$ cat src/rtl/mfea_pkg.sv
// ---------------------------------------------------------------------------
// mfea_pkg: shared types and constants for the fragment element address core
// Holds the configuration register map, role and element kind codes, the
// tile shape classes and the structs passed between the modules.
// ---------------------------------------------------------------------------
`default_nettype none

package mfea_pkg;

  // Field widths.
  localparam int unsigned LANE_W   = 5;
  localparam int unsigned IDX_W    = 5;
  localparam int unsigned COORD_W  = 5;
  localparam int unsigned STRIDE_W = 16;
  localparam int unsigned OFFSET_W = 21;
  localparam int unsigned DIM_W    = 7;
  localparam int unsigned CFG_IDX_W  = 3;
  localparam int unsigned CFG_DATA_W = 16;

  // Configuration register indexes.
  localparam logic [CFG_IDX_W-1:0] REG_MATRIX_USE   = 3'd0;
  localparam logic [CFG_IDX_W-1:0] REG_MATRIX_ROWS  = 3'd1;
  localparam logic [CFG_IDX_W-1:0] REG_MATRIX_COLS  = 3'd2;
  localparam logic [CFG_IDX_W-1:0] REG_ELEMENT_KIND = 3'd3;
  localparam logic [CFG_IDX_W-1:0] REG_ROW_MAJOR    = 3'd4;
  localparam logic [CFG_IDX_W-1:0] REG_STRIDE       = 3'd5;

  // Matrix roles.
  localparam logic [1:0] USE_A   = 2'd0;
  localparam logic [1:0] USE_B   = 2'd1;
  localparam logic [1:0] USE_ACC = 2'd2;

  // Element kinds.
  localparam logic [2:0] KIND_F32 = 3'd0;
  localparam logic [2:0] KIND_F16 = 3'd1;
  localparam logic [2:0] KIND_S32 = 3'd2;
  localparam logic [2:0] KIND_U32 = 3'd3;
  localparam logic [2:0] KIND_S8  = 3'd4;
  localparam logic [2:0] KIND_U8  = 3'd5;

  // Tile dimensions that the shapes recognise.
  localparam logic [DIM_W-1:0] DIM_8  = 7'd8;
  localparam logic [DIM_W-1:0] DIM_16 = 7'd16;
  localparam logic [DIM_W-1:0] DIM_32 = 7'd32;

  // Reset values of the configuration registers.
  localparam logic [DIM_W-1:0] ROWS_RESET = 7'd16;
  localparam logic [DIM_W-1:0] COLS_RESET = 7'd8;

  // Tile shape classes.
  typedef enum logic [1:0] {
    SHAPE_NONE      = 2'd0,
    SHAPE_F16X8     = 2'd1,
    SHAPE_I16X8X32  = 2'd2,
    SHAPE_I16X16X32 = 2'd3
  } mfea_shape_t;

  // Current configuration.
  typedef struct packed {
    logic [1:0]          matrix_use;
    logic [DIM_W-1:0]    matrix_rows;
    logic [DIM_W-1:0]    matrix_cols;
    logic [2:0]          element_kind;
    logic                row_major;
    logic [STRIDE_W-1:0] stride;
  } mfea_cfg_t;

  // Element coordinates after the optional swap.
  typedef struct packed {
    logic [COORD_W-1:0] minor;
    logic [COORD_W-1:0] major;
    logic               unknown;
  } mfea_coord_t;

endpackage

`default_nettype wire

$ cat src/rtl/mma_fragment_element_address_core.sv
// ---------------------------------------------------------------------------
// mma_fragment_element_address_core: fragment element address generator
// Gives the minor and major index of one fragment element and the major
// offset scaled by the stride, for warp-wide matrix multiply-add tiles.
// ---------------------------------------------------------------------------
// Usage:
//   Input channel: a word (in_lane, in_element_index) is taken at a clock
//   edge where start is high and busy is low. busy is never raised, so a
//   new word may be presented on every cycle.
//   Result channel: out_valid is high for exactly one cycle with the result
//   word; the receiver cannot stall and must take it on that cycle.
//   Configuration: cfg_valid/cfg_ready with cfg_index and cfg_wdata; ready is
//   always high. Registers are to be written only while no word is in flight.
//   Pipeline: an accepted word passes the input register, then layout and a
//   5x16 multiply into the result register.
//   Throughput: one word per cycle, set by the two-register pipeline with no
//   shared unit.
//   Reset: synchronous, active low; it clears the pipeline valid flags and
//   returns the configuration to its reset values. Unknown shapes give zero
//   indices and offset with out_unknown_shape set.
// ---------------------------------------------------------------------------
`default_nettype none

module mma_fragment_element_address_core import mfea_pkg::*; (
  input  wire logic                  clk,
  input  wire logic                  rst_n,
  // Input channel
  input  wire logic                  start,
  output logic                       busy,
  input  wire logic [LANE_W-1:0]     in_lane,
  input  wire logic [IDX_W-1:0]      in_element_index,
  // Result channel
  output logic                       out_valid,
  output logic [COORD_W-1:0]         out_minor_index,
  output logic [COORD_W-1:0]         out_major_index,
  output logic [OFFSET_W-1:0]        out_major_offset,
  output logic                       out_unknown_shape,
  // Configuration channel
  input  wire logic                  cfg_valid,
  output logic                       cfg_ready,
  input  wire logic [CFG_IDX_W-1:0]  cfg_index,
  input  wire logic [CFG_DATA_W-1:0] cfg_wdata
);

  mfea_cfg_t   cfg;
  mfea_coord_t coord;
  logic        in_fire;

  // Configuration registers.
  mfea_cfg_regs u_cfg (
    .clk       (clk),
    .rst_n     (rst_n),
    .cfg_valid (cfg_valid),
    .cfg_ready (cfg_ready),
    .cfg_index (cfg_index),
    .cfg_wdata (cfg_wdata),
    .cfg       (cfg)
  );

  // The pipeline never stalls.
  assign busy    = 1'b0;
  assign in_fire = start && !busy;

  // Input register.
  logic              s1_valid_r;
  logic [LANE_W-1:0] s1_lane_r;
  logic [IDX_W-1:0]  s1_idx_r;

  always_ff @(posedge clk) begin
    if (!rst_n) begin
      s1_valid_r <= 1'b0;
    end else begin
      s1_valid_r <= in_fire;
    end
  end

  always_ff @(posedge clk) begin
    if (in_fire) begin
      s1_lane_r <= in_lane;
      s1_idx_r  <= in_element_index;
    end
  end

  // Layout logic.
  mfea_layout u_layout (
    .cfg           (cfg),
    .lane          (s1_lane_r),
    .element_index (s1_idx_r),
    .coord         (coord)
  );

  // Result register: unknown shapes report zero coordinates.
  logic                out_valid_r;
  logic [COORD_W-1:0]  minor_r, minor_nxt;
  logic [COORD_W-1:0]  major_r, major_nxt;
  logic [OFFSET_W-1:0] offset_r, offset_nxt;
  logic                unknown_r;
  logic [COORD_W+STRIDE_W-1:0] product;

  always_comb begin
    minor_nxt  = coord.unknown ? '0 : coord.minor;
    major_nxt  = coord.unknown ? '0 : coord.major;
    product    = major_nxt * cfg.stride;
    offset_nxt = product[OFFSET_W-1:0];
  end

  always_ff @(posedge clk) begin
    if (!rst_n) begin
      out_valid_r <= 1'b0;
    end else begin
      out_valid_r <= s1_valid_r;
    end
  end

  always_ff @(posedge clk) begin
    if (s1_valid_r) begin
      minor_r   <= minor_nxt;
      major_r   <= major_nxt;
      offset_r  <= offset_nxt;
      unknown_r <= coord.unknown;
    end
  end

  assign out_valid         = out_valid_r;
  assign out_minor_index   = minor_r;
  assign out_major_index   = major_r;
  assign out_major_offset  = offset_r;
  assign out_unknown_shape = unknown_r;

  // Every accepted word produces exactly one result through the input and result registers.
  a_latency: assert property (@(posedge clk) disable iff (!rst_n)
    in_fire |=> ##1 out_valid)
    else $error("accepted word did not produce a result after two cycles");

  // No result appears unless the input register held an accepted word.
  a_no_spurious: assert property (@(posedge clk) disable iff (!rst_n)
    out_valid |-> $past(s1_valid_r))
    else $error("result strobe without an accepted word");

  // An unknown shape reports zero coordinates and offset.
  a_unknown_zero: assert property (@(posedge clk) disable iff (!rst_n)
    (out_valid && out_unknown_shape) |->
      (out_minor_index == '0 && out_major_index == '0 && out_major_offset == '0))
    else $error("unknown shape with non-zero coordinates");

  // A result whose major index is zero has zero offset.
  a_zero_major: assert property (@(posedge clk) disable iff (!rst_n)
    (out_valid && out_major_index == '0) |-> (out_major_offset == '0))
    else $error("non-zero offset for major index zero");

endmodule

`default_nettype wire

$ cat src/rtl/mfea_cfg_regs.sv
// ---------------------------------------------------------------------------
// mfea_cfg_regs: configuration register file
// Six registers written through a valid/ready channel by index; a write to
// an index beyond the map is accepted and ignored.
// ---------------------------------------------------------------------------
`default_nettype none

module mfea_cfg_regs import mfea_pkg::*; (
  input  wire logic                  clk,
  input  wire logic                  rst_n,
  input  wire logic                  cfg_valid,
  output logic                       cfg_ready,
  input  wire logic [CFG_IDX_W-1:0]  cfg_index,
  input  wire logic [CFG_DATA_W-1:0] cfg_wdata,
  output mfea_cfg_t                  cfg
);

  mfea_cfg_t cfg_r;
  mfea_cfg_t cfg_nxt;
  logic      wr_en;

  // The register file can always take a word.
  assign cfg_ready = 1'b1;
  assign wr_en     = cfg_valid && cfg_ready;

  // Decode the write into the addressed field.
  always_comb begin
    cfg_nxt = cfg_r;
    if (wr_en) begin
      case (cfg_index)
        REG_MATRIX_USE:   cfg_nxt.matrix_use   = cfg_wdata[1:0];
        REG_MATRIX_ROWS:  cfg_nxt.matrix_rows  = cfg_wdata[DIM_W-1:0];
        REG_MATRIX_COLS:  cfg_nxt.matrix_cols  = cfg_wdata[DIM_W-1:0];
        REG_ELEMENT_KIND: cfg_nxt.element_kind = cfg_wdata[2:0];
        REG_ROW_MAJOR:    cfg_nxt.row_major    = cfg_wdata[0];
        REG_STRIDE:       cfg_nxt.stride       = cfg_wdata[STRIDE_W-1:0];
        default:          cfg_nxt = cfg_r;
      endcase
    end
  end

  always_ff @(posedge clk) begin
    if (!rst_n) begin
      cfg_r.matrix_use   <= USE_A;
      cfg_r.matrix_rows  <= ROWS_RESET;
      cfg_r.matrix_cols  <= COLS_RESET;
      cfg_r.element_kind <= KIND_F16;
      cfg_r.row_major    <= 1'b0;
      cfg_r.stride       <= '0;
    end else begin
      cfg_r <= cfg_nxt;
    end
  end

  assign cfg = cfg_r;

endmodule

`default_nettype wire

$ cat src/rtl/mfea_layout.sv
// ---------------------------------------------------------------------------
// mfea_layout: shape classification and lane/index layout
// Classifies the configured tile into a shape, applies the shape's layout to
// the lane and element index, and swaps row and column for row-major tiles.
// ---------------------------------------------------------------------------
`default_nettype none

module mfea_layout import mfea_pkg::*; (
  input  wire mfea_cfg_t          cfg,
  input  wire logic [LANE_W-1:0]  lane,
  input  wire logic [IDX_W-1:0]   element_index,
  output mfea_coord_t             coord
);

  mfea_shape_t shape;
  logic        is_f;
  logic        is_i;
  logic        r8, r16, r32, c8, c16, c32;

  // Classify the tile from role, dimensions and element kind.
  always_comb begin
    is_f  = (cfg.element_kind == KIND_F32) || (cfg.element_kind == KIND_F16);
    is_i  = (cfg.element_kind == KIND_S32) || (cfg.element_kind == KIND_U32) ||
            (cfg.element_kind == KIND_S8)  || (cfg.element_kind == KIND_U8);
    r8    = (cfg.matrix_rows == DIM_8);
    r16   = (cfg.matrix_rows == DIM_16);
    r32   = (cfg.matrix_rows == DIM_32);
    c8    = (cfg.matrix_cols == DIM_8);
    c16   = (cfg.matrix_cols == DIM_16);
    c32   = (cfg.matrix_cols == DIM_32);
    shape = SHAPE_NONE;
    case (cfg.matrix_use)
      USE_A: begin
        if (r16 && (c8 || c16) && is_f) shape = SHAPE_F16X8;
        else if (r16 && c32 && is_i)    shape = SHAPE_I16X8X32;
      end
      USE_B: begin
        if (r8 && c8 && is_f)                shape = SHAPE_F16X8;
        else if (r16 && (c8 || c16) && is_f) shape = SHAPE_F16X8;
        else if (r32 && c8 && is_i)          shape = SHAPE_I16X8X32;
        else if (r32 && c16 && is_i)         shape = SHAPE_I16X16X32;
      end
      USE_ACC: begin
        if (r16 && (c8 || c16) && is_f) shape = SHAPE_F16X8;
        else if (r16 && c8 && is_i)     shape = SHAPE_I16X8X32;
        else if (r16 && c16 && is_i)    shape = SHAPE_I16X16X32;
      end
      default: shape = SHAPE_NONE;
    endcase
  end

  logic [2:0] grp;
  logic [1:0] tig;
  logic [3:0] i16;
  logic [5:0] row;
  logic [5:0] col;

  // Row and column within the tile; six bits hold the widest float column.
  always_comb begin
    grp = lane[4:2];
    tig = lane[1:0];
    i16 = element_index[3:0];
    row = '0;
    col = '0;
    case (shape)
      SHAPE_F16X8: begin
        if (cfg.matrix_use != USE_B) begin
          row = {3'b000, grp} + (element_index[1] ? 6'd8 : 6'd0);
          col = {3'b000, tig, element_index[0]};
        end else begin
          row = {3'b000, tig, element_index[0]} + (element_index[1] ? 6'd8 : 6'd0);
          col = {3'b000, grp};
        end
        // Each further group of four elements moves eight columns on.
        col = col + {element_index[4:2], 3'b000};
      end
      SHAPE_I16X8X32, SHAPE_I16X16X32: begin
        if (cfg.matrix_use == USE_A) begin
          row = {3'b000, grp} + (i16[2] ? 6'd8 : 6'd0);
          col = {2'b00, tig, i16[1:0]} + (i16[3] ? 6'd16 : 6'd0);
        end else if (cfg.matrix_use == USE_B) begin
          if (shape == SHAPE_I16X8X32) begin
            row = {2'b00, tig, i16[1:0]} + ((i16 >= 4'd4) ? 6'd16 : 6'd0);
            col = {3'b000, grp};
          end else begin
            row = {2'b00, tig, i16[1:0]} + (i16[3] ? 6'd16 : 6'd0);
            col = {3'b000, grp} + (i16[2] ? 6'd8 : 6'd0);
          end
        end else if (shape == SHAPE_I16X8X32) begin
          row = {3'b000, grp} + ((i16 >= 4'd2) ? 6'd8 : 6'd0);
          col = {3'b000, tig, i16[0]};
        end else begin
          row = {3'b000, grp} + (i16[1] ? 6'd8 : 6'd0);
          col = {3'b000, tig, i16[0]} + {1'b0, i16[3:2], 3'b000};
        end
      end
      default: begin
        row = '0;
        col = '0;
      end
    endcase
  end

  // Swap for row-major tiles and wrap to five bits.
  always_comb begin
    coord.unknown = (shape == SHAPE_NONE);
    if (cfg.row_major) begin
      coord.minor = col[COORD_W-1:0];
      coord.major = row[COORD_W-1:0];
    end else begin
      coord.minor = row[COORD_W-1:0];
      coord.major = col[COORD_W-1:0];
    end
  end

endmodule

`default_nettype wire

$ cat config.mk
export PLATFORM = sky130hd
export DESIGN_NAME = mma_fragment_element_address_core
export DESIGN_NICKNAME = d
export VERILOG_FILES = /design/src/rtl/mfea_pkg.sv /design/src/rtl/mma_fragment_element_address_core.sv /design/src/rtl/mfea_cfg_regs.sv /design/src/rtl/mfea_layout.sv
export SDC_FILE = /design/constraint.sdc
export NUM_CORES = 1
export LEC_CHECK = 0
export ABC_AREA = 1
export BUFFER_PORTS_ARGS = -buffer_cell sky130_fd_sc_hd__buf_2
export CAP_MARGIN = 20
export CORE_ASPECT_RATIO = 0.9
export CORE_MARGIN = 1.5
export CORE_UTILIZATION = 38
export CTS_BUF_LIST = sky130_fd_sc_hd__clkbuf_2 sky130_fd_sc_hd__clkbuf_4 sky130_fd_sc_hd__clkbuf_8
export DETAILED_ROUTE_END_ITERATION = 8
export GPL_TIMING_DRIVEN = 0
export PLACE_DENSITY = 0.59
export SETUP_SLACK_MARGIN = 0.05
export SLEW_MARGIN = 20
export SYNTH_ARGS = -nofsm -noshare
export SYNTH_HDL_FRONTEND = slang
export SYNTH_SLANG_ARGS = --single-unit
$ cat constraint.sdc
create_clock -name clk -period 5.9 [get_ports clk]
set_input_delay 1.18 -clock clk [delete_from_list [all_inputs] [get_ports clk]]
set_output_delay 1.18 -clock clk [all_outputs]
set_load 0.05 [all_outputs]
==> key figures <==
Drt
  – DR iter-0 viols: 374
  – TritonRoute pass-1 iters: 5
  – Vias post-DR: 4723
  – DRC Markers: 0
  – Vias per cell: 4.91
  – Post-route ant nets: 0
  – Average wire per cell in the routed design: 13.5 um
  – Total Wirelength: 13.0 mm

Setup path
  – Worst path slowest cell: fa_1
  – Worst Setup End Kind: flip-flop
  – Critical Path AT: 5.59 ns
  – Max stage delay on crit path: 0.54 ns
  – Critical Path RT: 6.03 ns
  – Worst Setup Path Type: reg2reg
  – Setup crit start kind: flip-flop
  – Worst-path fanout max: 10

Layout
  – Share of layout cells above drive strength 1: 16.8%
  – Nets: 863
  – # diodes: 0
  – P&R area growth vs syn: 14.8%
  – Commonest non-fill, non-tap cells in the layout: inv_1, nor2_1, nand2_1, buf_2, o21ai_0
  – Most common cell after layout, fill and taps aside: inv_1

STA
  – Post-route clock period utilization: 92.6%
  – Headroom to the max-slew limit: 48.0%
  – Worst Skew: 0.0163 ns
  – Fin worst setup slack: 0.438 ns
  – Max Clock Freq: 183 MHz
  – Final setup fails: 0
  – Endpoints failing hold: 0
  – Unrepaired setup endpoints after global routing: no
  – Tmin final: 5.46 ns
  – Max Slew Vio Count: 0
  – Worst Max-Slew Pin Slew: 0.780 ns
  – Setup TNS: 0 ns

Power
  – Clock Power Share: 31.7%
  – Internal Power: 0.850 mW
  – Leakage: 3.04 nW
  – Gate power share: 19.4%
  – IR drop worst, VDD: 116 uV
  – Seq pwr share: 48.9%
  – Switching portion of total power: 32.4%
  – PwrDens: 194 mW/mm^2
  – Switching pwr: 0.406 mW

Synthesis
  – Proportion of synthesized chip area in sequential cells: 34.9%
  – Synth warn: 0
  – Syn Inst Count: 682
  – Seq cells post-synth: 78
  – Mapped Avg Cell Area: 8.29 um^2
  – Mapped Nets: 786
  – Cell variety after synth: 41
  – Mapped cell area: 0.00565 mm^2

Floorplan
  – Die area: 0.0156 mm^2
  – Initial Util: 38.7%
  – Core Region: 0.0146 mm^2
  – Die H: 119 um
  – Std cell rows: 42
  – Die width: 132 um
  – I/O pin cnt: 68

GRT
  – Total Routing Usage GR: 18.1%
  – Pin count of the biggest net entering global routing: 34
  – Antenna violations before repair: 0
  – Global-route wire length before repair: 22.3 mm
  – Vias in the first global route: 4753
  – Grt ovf: 0

CTS
  – CTS Buffer Depth: 2
  – Clk sinks: 78
  – Clock edge transition at the registers on the reported setup and hold paths: 0.09 ns
  – CTS tree: built
  – Num CTS Buffers: 9
  – CTS H-Tree Depth: 3
  – Clock latency at the later pin of the worst-skew pair: 0.38 ns
  – Root buffer cell: clkbuf_8

Min path
  – Hold crit path type: reg2reg

Placement
  – # port buffers: 63
  – RD Place Congestion: 0.915
  – Dpl hpwl: 10.5 mm
  – Pre-CTS setup slack: 0.206 ns

Outcome
  – Outcome: complete, no violations

Flow run
  – Max cap viols: 0
==> sequential cells by signal, summed over array words and instances (netlist names) <==
name and count:
out_major_index 5, out_major_offset 21, out_minor_index 5, out_unknown_shape 1, out_valid 1, s1_idx_r 4, s1_lane_r 5, s1_valid_r 1
u_cfg.cfg 35
==> synthesized netlist by cell type, drive strengths merged <==
cell type	n	area share (%)
xor2	11	1.7
o31ai	2	0.27
o311a	1	0.18
nor3	11	0.97
o21bai	1	0.13
nor2	111	8.1
nand4	4	0.44
nor4	1	0.11
o211ai	5	0.66
clkinv	2	0.15
inv	114	7.6
o22ai	1	0.11
nand3	34	3.4
ha	29	6.4
a21oi	47	4.2
nand2	101	7.3
and3	1	0.11
o21ai	55	4.9
dfxtp	37	13
xnor2	6	0.93
conb	2	0.13
o2111ai	1	0.15
edfxtp	41	22
clkbuf	9	0.60
a211oi	1	0.13
a21o	2	0.27
a31oi	1	0.11
fa	42	15
buf	8	1.1
and2	1	0.11
==> cell families after synthesis <==
group	synth area share (%)
AND/OR/NAND/NOR	20.5
AO/OA/AOI/OAI	11.1
other	0.133
adder cells (fa/ha/maj)	21.3
buffers and inverters	9.45
flip-flops	34.9
XOR/XNOR	2.63
==> worst paths after layout <==
path,from,to,slack (ns),cells past startpoint
max,u_cfg.cfg[19],out_major_offset[18],0.44,28
min,u_cfg.cfg[28],u_cfg.cfg[28],0.46,2
max reg2reg,u_cfg.cfg[19],out_major_offset[18],0.44,28
min reg2reg,u_cfg.cfg[28],u_cfg.cfg[28],0.46,2
==> what timing repair did <==
action / 4_1_cts / 5_1_grt
gates resized for setup: 0 / 17
hold buffers: 0 / 0
setup endpoints to repair: 0 / 9
endpoints found under the hold margin: 0 / 0
buffers inserted: 0 / 3
==> power by group through the flow <==
stage          Combinational (mW)  Sequential [mW]  Clock, mW
6_report                    0.243            0.615      0.398
5_1_grt                     0.267            0.618      0.428
4_1_cts                     0.237            0.615      0.408
3_5_place_dp                0.236            0.628          0
3_3_place_gp                0.232            0.627          0
2_1_floorplan               0.133            0.663          0
==> worst max-delay path: cells and delay by family, from the launching register on <==
family / cells / cell delay (ns)
XOR/XNOR: 1 / 0.16
buffers and inverters: 5 / 0.48
adder cells (fa/ha/maj): 4 / 1.89
AO/OA/AOI/OAI: 6 / 0.91
AND/OR/NAND/NOR: 12 / 1.44
flip-flops: 1 / 0.33
==> through the flow <==
step	total power, mW	util, %	instance area, um^2	hold WS [ns]	std cells
2_1_floorplan	0.796	-	5650	0.429	682
3_3_place_gp	0.859	42.6	6220	0.441	943
3_5_place_dp	0.864	42.6	6220	0.445	943
4_1_cts	1.26	43.9	6410	0.458	959
5_1_grt	1.31	44.4	6490	0.490	962
6_report	1.26	44.4	6490	0.456	962
==> cell type report <==
cell class              count  area [um^2]
inverters                 116          439
clock buffers              12          159
clock inverters             4         28.8
plain buffers              17          100
well taps                 198          248
repair buffers             66          350
flip-flops and latches     78         1970
multi-input cells         471         3190
fillers                  1482         8120
==> per-layer routing <==
layer / global-route usage, % / part of all wire (%) / vias up / wire length, um
li1: - / - / 2340 / -
met1: 24.6 / 48 / 2251 / 6240
met2: 28.3 / 45 / 117 / 5840
met3: 3.82 / 5.4 / 15 / 704
met4: 6.94 / 1.9 / 0 / 242
met5: 0 / 0 / - / 0
(Power assumes the default switching activity.)
